File: config.mk
export PLATFORM = sky130hd
export DESIGN_NAME = step_response_metrics
export DESIGN_NICKNAME = d
export VERILOG_FILES = /design/src/rtl/srm_pkg.sv /design/src/rtl/srm_front.sv /design/src/rtl/srm_fifo.sv /design/src/rtl/srm_back.sv /design/src/rtl/step_response_metrics.sv
export SDC_FILE = /design/constraint.sdc
export NUM_CORES = 2
export LEC_CHECK = 0
export BUFFER_PORTS_ARGS = -buffer_cell sky130_fd_sc_hd__buf_2
export CORE_ASPECT_RATIO = 0.6
export CORE_MARGIN = 2
export CORE_UTILIZATION = 45
export CTS_CLUSTER_SIZE = 14
export DETAILED_ROUTE_END_ITERATION = 10
export GPL_TIMING_DRIVEN = 0
export SLEW_MARGIN = 20
export SYNTH_ARGS = -nofsm -noshare
export SYNTH_HDL_FRONTEND = slang
export SYNTH_SLANG_ARGS = --single-unit
File: constraint.sdc
create_clock -name clk -period 27.5 [get_ports clk]
set_clock_uncertainty 0.1 [all_clocks]
set_input_delay 2.75 -clock clk [delete_from_list [all_inputs] [get_ports clk]]
set_output_delay 2.75 -clock clk [all_outputs]
set_load 0.05 [all_outputs]
File: src/rtl/srm_pkg.sv
// Shared types and constants for the step response metrics block.
// No dependencies.
package srm_pkg;
	localparam int OS_WIDTH = 24;
	localparam int OS_WHOLE_SAT = 656;
	localparam int OS_SCALE = 25600;
	localparam logic [OS_WIDTH-1:0] OS_MAX = '1;
	localparam int CFG_IDX_WIDTH = 1;
	localparam logic [CFG_IDX_WIDTH-1:0] REG_START = 1'b0;
	localparam logic [CFG_IDX_WIDTH-1:0] REG_TARGET = 1'b1;
	localparam int ONE_Q16 = 65536;
endpackage

File: src/rtl/srm_front.sv
// Front part: per-sample tracking of crossings, peak and settling.
// Depends on srm_pkg. Emits one finished record summary per record_end.
module srm_front #(
	parameter int LW = 32,
	parameter int TW = 32
) (
	input  logic                 clk,
	input  logic                 arst_n,
	input  logic                 take,
	input  logic [TW-1:0]        sample_time,
	input  logic signed [LW-1:0] sample_level,
	input  logic                 record_end,
	input  logic signed [LW-1:0] start_q,
	input  logic signed [LW-1:0] target_q,
	output logic                 rec_valid,
	output logic                 rec_short,
	output logic signed [TW:0]   rec_rise,
	output logic signed [TW:0]   rec_half,
	output logic signed [LW-1:0] rec_peak,
	output logic [TW-1:0]        rec_peak_t,
	output logic [TW-1:0]        rec_s2,
	output logic [TW-1:0]        rec_s5,
	output logic signed [LW:0]   rec_err,
	output logic signed [LW-1:0] rec_target
);
	import srm_pkg::*;
	// room for |error| * 50 plus sign
	localparam int DW = LW + 7;

	logic [1:0]           cnt_q;
	logic [TW-1:0]        first_q, pk_t_q, t10_q, t50_q, t90_q, s2_q, s5_q;
	logic signed [LW-1:0] pk_q;
	logic [2:0]           found_q;
	logic [1:0]           oob_prev_q;

	logic                 first;
	logic signed [DW-1:0] d, rel, e, ea, ta;
	logic signed [DW-1:0] pk_base;
	logic                 up;
	logic [2:0]           hit;
	logic [1:0]           oob, act;
	logic [TW-1:0]        t10_n, t50_n, t90_n, s2_n, s5_n;

	always_comb begin
		first = (cnt_q == 2'd0);
		d = DW'(target_q) - DW'(start_q);
		if (d == '0)
			d = DW'(ONE_Q16);
		rel = DW'(sample_level) - DW'(start_q);
		e = DW'(sample_level) - DW'(target_q);
		ea = e[DW-1] ? -e : e;
		ta = target_q[LW-1] ? -DW'(target_q) : DW'(target_q);
		pk_base = first ? DW'(start_q) : DW'(pk_q);
		up = DW'(sample_level) > pk_base;
		hit[0] = ((rel <<< 3) + (rel <<< 1)) >= d;
		hit[1] = (rel <<< 1) >= d;
		hit[2] = ((rel <<< 3) + (rel <<< 1)) >= ((d <<< 3) + d);
		oob[0] = ((ea <<< 5) + (ea <<< 4) + (ea <<< 1)) > ta;
		oob[1] = ((ea <<< 4) + (ea <<< 2)) > ta;
		act = oob | oob_prev_q;
		t10_n = (!found_q[0] && hit[0]) ? sample_time : t10_q;
		t50_n = (!found_q[1] && hit[1]) ? sample_time : t50_q;
		t90_n = (!found_q[2] && hit[2]) ? sample_time : t90_q;
		s2_n = act[0] ? sample_time : s2_q;
		s5_n = act[1] ? sample_time : s5_q;
	end

	always_ff @(posedge clk or negedge arst_n) begin
		if (!arst_n) begin
			cnt_q <= '0; first_q <= '0; pk_q <= '0; pk_t_q <= '0;
			t10_q <= '0; t50_q <= '0; t90_q <= '0; found_q <= '0;
			s2_q <= '0; s5_q <= '0; oob_prev_q <= '0; rec_valid <= 1'b0;
		end else begin
			rec_valid <= take && record_end;
			if (take) begin
				if (record_end) begin
					cnt_q <= '0; first_q <= '0; pk_q <= '0; pk_t_q <= '0;
					t10_q <= '0; t50_q <= '0; t90_q <= '0; found_q <= '0;
					s2_q <= '0; s5_q <= '0; oob_prev_q <= '0;
				end else begin
					if (cnt_q != 2'd2)
						cnt_q <= cnt_q + 2'd1;
					if (first)
						first_q <= sample_time;
					pk_q <= up ? sample_level : LW'(pk_base);
					if (up)
						pk_t_q <= first ? '0 : sample_time;
					else if (first)
						pk_t_q <= '0;
					t10_q <= t10_n; t50_q <= t50_n; t90_q <= t90_n;
					found_q <= found_q | hit;
					s2_q <= s2_n; s5_q <= s5_n;
					oob_prev_q <= oob;
				end
			end
		end
	end

	// record summary, payload only
	always_ff @(posedge clk) begin
		if (take && record_end) begin
			rec_short <= first;
			rec_rise <= (((found_q | hit) & 3'b101) == 3'b101) ?
				(TW+1)'({1'b0, t90_n}) - (TW+1)'({1'b0, t10_n}) : '0;
			rec_half <= (found_q[1] || hit[1]) ?
				(TW+1)'({1'b0, t50_n}) - (TW+1)'({1'b0, first_q}) : '0;
			rec_peak <= up ? sample_level : LW'(pk_base);
			rec_peak_t <= up ? sample_time : pk_t_q;
			rec_s2 <= s2_n;
			rec_s5 <= s5_n;
			rec_err <= (LW+1)'(sample_level) - (LW+1)'(target_q);
			rec_target <= target_q;
		end
	end
endmodule

File: src/rtl/srm_fifo.sv
// Short queue of finished record summaries between front and back.
// Depends on srm_pkg only through its users; plain storage.
module srm_fifo #(
	parameter int W = 8
) (
	input  logic         clk,
	input  logic         arst_n,
	input  logic         push,
	input  logic [W-1:0] din,
	input  logic         pop,
	output logic         empty,
	output logic [W-1:0] dout
);
	logic [W-1:0] mem_q [4];
	logic [1:0]   wp_q, rp_q;
	logic [2:0]   n_q;

	assign empty = (n_q == 3'd0);
	assign dout = mem_q[rp_q];

	always_ff @(posedge clk) begin
		if (push)
			mem_q[wp_q] <= din;
	end

	always_ff @(posedge clk or negedge arst_n) begin
		if (!arst_n) begin
			wp_q <= '0; rp_q <= '0; n_q <= '0;
		end else begin
			if (push)
				wp_q <= wp_q + 2'd1;
			if (pop)
				rp_q <= rp_q + 2'd1;
			n_q <= n_q + 3'(push) - 3'(pop);
		end
	end
endmodule

File: src/rtl/srm_back.sv
// Back part: overshoot percentage by restoring division, then result strobe.
// Depends on srm_pkg.
module srm_back #(
	parameter int LW = 32,
	parameter int TW = 32
) (
	input  logic                 clk,
	input  logic                 arst_n,
	input  logic                 have,
	output logic                 pop,
	input  logic                 in_short,
	input  logic signed [TW:0]   in_rise,
	input  logic signed [TW:0]   in_half,
	input  logic signed [LW-1:0] in_peak,
	input  logic [TW-1:0]        in_peak_t,
	input  logic [TW-1:0]        in_s2,
	input  logic [TW-1:0]        in_s5,
	input  logic signed [LW:0]   in_err,
	input  logic signed [LW-1:0] in_target,
	output logic                 done,
	output logic signed [TW:0]   rise_span,
	output logic signed [TW:0]   half_delay,
	output logic signed [LW-1:0] peak_level,
	output logic [TW-1:0]        peak_stamp,
	output logic [srm_pkg::OS_WIDTH-1:0] overshoot_percent,
	output logic [TW-1:0]        settle_two_stamp,
	output logic [TW-1:0]        settle_five_stamp,
	output logic signed [LW:0]   final_error,
	output logic                 short_record
);
	import srm_pkg::*;
	// quotient of num*25600/den; saturates when num >= 656*den or the quotient exceeds 24 bits
	localparam int NW = LW + 16;
	localparam int CW = $clog2(NW + 1);
	typedef enum logic [1:0] {IDLE, DIV, FIN} st_t;

	st_t           st_q;
	logic [NW-1:0] num_q, rem_q;
	logic [LW:0]   den_q;
	logic [NW-1:0] quo_q;
	logic [CW-1:0] cnt_q;
	logic          sat_q, zero_q;

	logic signed [LW:0] diff;
	logic [LW:0]        den_c, numd;
	logic [NW:0]        trial;
	logic [NW-1:0]      scaled;

	always_comb begin
		diff = (LW+1)'(in_peak) - (LW+1)'(in_target);
		den_c = in_target[LW-1] ? -(LW+1)'(in_target) : (LW+1)'(in_target);
		numd = diff;
		scaled = NW'(numd) * NW'(OS_SCALE);
		trial = {rem_q, num_q[NW-1]} - (NW+1)'(den_q);
	end

	assign pop = have && (st_q == IDLE);

	always_ff @(posedge clk or negedge arst_n) begin
		if (!arst_n) begin
			st_q <= IDLE; done <= 1'b0; cnt_q <= '0;
		end else begin
			done <= 1'b0;
			case (st_q)
				IDLE: begin
					if (have) begin
						rise_span <= in_rise; half_delay <= in_half;
						peak_level <= in_peak; peak_stamp <= in_peak_t;
						settle_two_stamp <= in_s2; settle_five_stamp <= in_s5;
						final_error <= in_err; short_record <= in_short;
						zero_q <= in_short || in_target == '0 || diff <= 0;
						sat_q <= (NW+1)'(numd) >= (NW+1)'(den_c) * (NW+1)'(OS_WHOLE_SAT);
						num_q <= scaled; den_q <= den_c;
						rem_q <= '0; quo_q <= '0;
						cnt_q <= CW'(NW);
						st_q <= DIV;
					end
				end
				DIV: begin
					if (trial[NW]) begin
						rem_q <= {rem_q[NW-2:0], num_q[NW-1]};
						quo_q <= {quo_q[NW-2:0], 1'b0};
					end else begin
						rem_q <= trial[NW-1:0];
						quo_q <= {quo_q[NW-2:0], 1'b1};
					end
					num_q <= num_q << 1;
					cnt_q <= cnt_q - CW'(1);
					if (cnt_q == CW'(1))
						st_q <= FIN;
				end
				FIN: begin
					if (zero_q)
						overshoot_percent <= '0;
					else if (sat_q || quo_q > NW'(OS_MAX))
						overshoot_percent <= OS_MAX;
					else
						overshoot_percent <= quo_q[OS_WIDTH-1:0];
					// queue head has already moved on; use the captured flag
					if (short_record) begin
						rise_span <= '0; half_delay <= '0; peak_level <= '0;
						peak_stamp <= '0; settle_two_stamp <= '0;
						settle_five_stamp <= '0; final_error <= '0;
					end
					done <= 1'b1;
					st_q <= IDLE;
				end
				default: st_q <= IDLE;
			endcase
		end
	end
endmodule

File: src/rtl/step_response_metrics.sv
// Step response metrics: one sample per cycle in, one result per record out.
// A record_end passes the front registers, the record queue and the bit-serial
// overshoot divider in the back part before done; the divider finishes one record
// before it takes another from the queue. Samples are taken every cycle with start high while
// fewer than four finished records wait for the back part; busy is high otherwise.
// Reset: asynchronous; control and record state clear to zero, data outputs do not.
module step_response_metrics #(
	parameter int LEVEL_WIDTH = 32,
	parameter int TIME_WIDTH = 32
) (
	input  logic                          clk,
	input  logic                          arst_n,
	input  logic                          start,
	output logic                          busy,
	input  logic                          cfg_we,
	input  logic [srm_pkg::CFG_IDX_WIDTH-1:0] cfg_index,
	input  logic [LEVEL_WIDTH-1:0]        cfg_data,
	input  logic [TIME_WIDTH-1:0]         sample_time,
	input  logic signed [LEVEL_WIDTH-1:0] sample_level,
	input  logic                          record_end,
	output logic                          done,
	output logic signed [TIME_WIDTH:0]    rise_span,
	output logic signed [TIME_WIDTH:0]    half_delay,
	output logic signed [LEVEL_WIDTH-1:0] peak_level,
	output logic [TIME_WIDTH-1:0]         peak_stamp,
	output logic [srm_pkg::OS_WIDTH-1:0]  overshoot_percent,
	output logic [TIME_WIDTH-1:0]         settle_two_stamp,
	output logic [TIME_WIDTH-1:0]         settle_five_stamp,
	output logic signed [LEVEL_WIDTH:0]   final_error,
	output logic                          short_record
);
	import srm_pkg::*;
	localparam int LW = LEVEL_WIDTH;
	localparam int TW = TIME_WIDTH;
	localparam int QW = 1 + 2*(TW+1) + LW + 3*TW + (LW+1) + LW;

	logic signed [LW-1:0] start_q, target_q;
	logic                 take, rv, rs, pop, empty;
	logic signed [TW:0]   rr, rh;
	logic signed [LW-1:0] rp, rt;
	logic [TW-1:0]        rpt, r2, r5;
	logic signed [LW:0]   re;
	logic [QW-1:0]        qin, qout;
	logic [2:0]           inflight_q;

	always_ff @(posedge clk or negedge arst_n) begin
		if (!arst_n) begin
			start_q <= '0; target_q <= '0;
		end else if (cfg_we) begin
			case (cfg_index)
				REG_START:  start_q <= cfg_data;
				REG_TARGET: target_q <= cfg_data;
				default: ;
			endcase
		end
	end

	// count records taken at the front but not yet popped by the back part
	always_ff @(posedge clk or negedge arst_n) begin
		if (!arst_n)
			inflight_q <= '0;
		else
			inflight_q <= inflight_q + 3'(take && record_end) - 3'(pop);
	end

	assign busy = (inflight_q >= 3'd4);
	assign take = start && !busy;

	srm_front #(.LW(LW), .TW(TW)) u_front (
		.clk, .arst_n, .take, .sample_time, .sample_level, .record_end,
		.start_q, .target_q, .rec_valid(rv), .rec_short(rs), .rec_rise(rr),
		.rec_half(rh), .rec_peak(rp), .rec_peak_t(rpt), .rec_s2(r2),
		.rec_s5(r5), .rec_err(re), .rec_target(rt)
	);

	assign qin = {rs, rr, rh, rp, rpt, r2, r5, re, rt};

	srm_fifo #(.W(QW)) u_fifo (
		.clk, .arst_n, .push(rv), .din(qin), .pop, .empty, .dout(qout)
	);

	logic                 q_s;
	logic signed [TW:0]   q_r, q_h;
	logic signed [LW-1:0] q_p, q_t;
	logic [TW-1:0]        q_pt, q_2, q_5;
	logic signed [LW:0]   q_e;
	assign {q_s, q_r, q_h, q_p, q_pt, q_2, q_5, q_e, q_t} = qout;

	srm_back #(.LW(LW), .TW(TW)) u_back (
		.clk, .arst_n, .have(!empty), .pop,
		.in_short(q_s), .in_rise(q_r), .in_half(q_h), .in_peak(q_p),
		.in_peak_t(q_pt), .in_s2(q_2), .in_s5(q_5), .in_err(q_e),
		.in_target(q_t), .done, .rise_span, .half_delay, .peak_level,
		.peak_stamp, .overshoot_percent, .settle_two_stamp, .settle_five_stamp,
		.final_error, .short_record
	);
endmodule
==> impl_metrics.toml <==
[status]
status = "finished, final reports clean"

[routing]
drt_wl_total_um = 328400
route.vias.total = 72880
routed_via_density = 5.809
dr.pass1.iters = 6
ant_nets = 0
drtIter0Drc = 7859
avgRoutedWirePerCell_um = 26.18
drcViolationCount = 0

[sta]
period_needed_ns = 16.45
worst_pin_slew_ns = 1.277
post-route-period-util_pct = 59.82
relSlewSlack_pct = 14.24
timing.fmax_ghz = 0.06079
finalHoldViolations = 0
rsz0062_at_grt = "no"
tns_ns = 0
maxSlewViolCount = 0
setup_violations = 0

[clocking]
cts_tree = "done"
post_cts_resized = 0
h-tree-depth = 4
cts_root_buf = "clkbuf_16"
clock_latency_ns = 0.87
clkSlewWorstSetupHoldPaths_ns = 0.06
clk_path_buf_depth = 4
cts_hold_buf = 0
cts_buffers = 203
clock-sinks = 2068
cts_setup_buffers = 0

[finish]
area_growth_pct = 12.45
nNetsFinal = 10140
drive_gt1_share_pct = 13.70
nFillCells = 20850
utilization_pct = 51.04

[die]
pin_count = 356
fp.dieH_um = 387.7
placementRows = 140
coreArea_um2 = 243300
die_w_um = 643.6
die_area_um2 = 249500
start_util_pct = 45.39

[grt]
grt_pass1_vias = 70540
antenna_found_initial = 47
grt_pass1_wl_um = 478400
grt_usage_pct = 25.94
grt.overflow.total = 0
grt_max_degree = 95

[synth]
synth_seq_cells = 2068
syn_area_um2 = 110400
async_flop_share_pct = 16.78
syn-instance-count = 8473
ys_seq_area_share_pct = 54.66
ys_types = 95
syn_avg_cell_area_um2 = 13.03
synth_flop_cell = "edfxtp_1"
synth_edf_count = 1721
synth_warnings = 0

[worst_setup_path]
critPathMaxFanout = 10
cpPeakStageDelay_ns = 0.85
end_kind = "flip-flop"
cp-start-kind = "primary input"
crit_top_cell = "o21ai_0"
crit_type = "in -> reg"
required_ns = 27.91
slowest_stage = "nor2_1"
worstPathArrival_ns = 16.86

[placed_design]
hpwl_um = 252400
io_buffers = 354
place_congestion = 0.9294

[job]
maxCapViolCount = 0

[worst_hold_path]
worst_hold_path_type = "reg -> reg"
## layout make-up
type	instances	area (µm²)	share of cell area, %
Clock buffer	269	5400	4.348
Tap cell	3266	4086	3.290
Buffer	312	1231	0.9913
Clock inverter	96	1013	0.8160
Sequential cell	2068	60360	48.60
Inverter	634	2387	1.922
Antenna cell	14	35.03	0.02821
Timing Repair Buffer	403	2978	2.398
Multi-Input combinational cell	5484	46700	37.60
## synthesized netlist by cell type (44+ instances only)
| cell type | number | area (µm²) |
|---|---|---|
| mux2i_1 | 90 | 900.9 |
| nor3_1 | 113 | 565.5 |
| edfxtp_1 | 1721 | 51680 |
| mux2_2 | 201 | 2263 |
| fa_1 | 102 | 2042 |
| xnor2_1 | 319 | 2794 |
| and2_1 | 105 | 656.9 |
| ha_1 | 828 | 10360 |
| and3_1 | 68 | 425.4 |
| a22o_1 | 132 | 1156 |
| a21o_1 | 263 | 1974 |
| nand3_1 | 92 | 460.4 |
| nand4_1 | 85 | 531.8 |
| inv_1 | 634 | 2380 |
| o41ai_1 | 44 | 385.4 |
| o21a_1 | 70 | 525.5 |
| nand2b_1 | 74 | 462.9 |
| xor2_1 | 158 | 1384 |
| nor2b_1 | 306 | 1914 |
| dfrtp_1 | 347 | 8683 |
| o21ai_0 | 320 | 1602 |
| a21oi_1 | 415 | 2077 |
| mux4_2 | 259 | 5833 |
| clkbuf_1 | 252 | 945.9 |
| a221o_1 | 70 | 700.7 |
| nor3b_1 | 73 | 548.0 |
| nor2_1 | 431 | 1618 |
| o21bai_1 | 60 | 450.4 |
| nand2_1 | 314 | 1179 |
## stage by stage
stage / hold WS [ns] / std cells / worst slack (ns) / cell area (µm²)
3_3_place_gp: 0.3573 / 12120 / 8.409 / 116400
2_1_floorplan: 0.3413 / 8498 / 14.41 / 110500
5_1_grt: 0.3804 / 12540 / 10.33 / 124200
3_5_place_dp: 0.3620 / 12170 / 10.47 / 117700
4_1_cts: 0.3526 / 12530 / 11.30 / 124100
6_report: 0.3522 / 12550 / 11.05 / 124200
## state kept, by name (all words and copies together) (netlist names), 33 cells and up
name / flops
u_back.rise_span: 33
u_back.den_q: 33
u_back.quo_q: 48
u_back.final_error: 33
u_front.rec_rise: 33
u_back.num_q: 38
u_front.rec_err: 33
u_front.rec_half: 33
u_fifo.mem_q: 1040
u_back.half_delay: 33
u_back.rem_q: 48
## cells in the final DEF (no fill, tap or decap), types with 27 or more instances in the layout
cell type | synthesis | layout
dfrtp_1 | 347 | 347
fa_1 | 102 | 102
a31oi_1 | 39 | 39
nor3b_1 | 73 | 73
conb_1 | 2 | 27
buf_2 | 34 | 388
and3_1 | 68 | 67
edfxtp_1 | 1721 | 1721
ha_1 | 828 | 828
clkbuf_16 | 0 | 205
clkbuf_1 | 252 | 301
mux4_2 | 259 | 259
o21bai_1 | 60 | 60
mux2i_1 | 90 | 90
nand2_1 | 314 | 314
xor2_1 | 158 | 156
nand3_1 | 92 | 92
and2_1 | 105 | 98
nor2b_1 | 306 | 306
nand2b_1 | 74 | 74
a22oi_1 | 35 | 35
a211oi_1 | 28 | 28
or3_1 | 40 | 40
mux2_2 | 201 | 201
nand4_1 | 85 | 85
o41ai_1 | 44 | 44
a22o_1 | 132 | 132
xnor2_1 | 319 | 310
a221o_1 | 70 | 70
o21ai_0 | 320 | 318
a21oi_1 | 415 | 415
o21a_1 | 70 | 70
a21o_1 | 263 | 263
clkinv_1 | 0 | 31
inv_1 | 634 | 633
nor2_1 | 431 | 431
buf_16 | 0 | 31
nor3_1 | 113 | 113
## layer usage
metal  wire length (µm)  track usage (%)  part of all wire, %
met1             158600            41.11                   48
met2             131200            35.38                   40
met3              30900            6.366                  9.4
met4               7705            5.769                  2.3
met5                 51                0                0.016
## final timing paths
kind	depth (start not counted)	to	start	slack (ns)
max	49	u_front.rec_rise[32]	sample_level[0]	11.05
min	0	u_fifo.mem_q[0][185]	u_front.rec_peak[24]	0.35
max reg2reg	50	u_front.rec_rise[32]	target_q[0]	12.59
min reg2reg	0	u_fifo.mem_q[0][185]	u_front.rec_peak[24]	0.35
max in group asynchronous	4	u_back.st_q[0]	arst_n	23.97
min in group asynchronous	1	u_front.s2_q[7]	arst_n	1.61
## worst max-delay path, delay by kind of cell
family                   cells  cell delay (ns)
AO/OA/AOI/OAI               27             8.27
AND/OR/NAND/NOR             10             2.68
adder cells (fa/ha/maj)      5             1.59
buffers and inverters        5             1.08
XOR/XNOR                     1             0.24
multiplexers                 1             0.23
## kinds of logic after synthesis
group,count (synthesis),synth area share [%]
adders and majority gates,930,11.23
DFF,2068,54.66
AOI/OAI and AO/OA,1703,10.47
and+or+nand+nor,1796,8.439
xor gates and xnor gates,478,3.798
buffers and inverters,946,3.254
muxes,550,8.147
other,2,0.006800
Power is left out: the tool's default activity adds up to more than one toggle a clock period on the data nets, which glitch-free logic cannot reach.
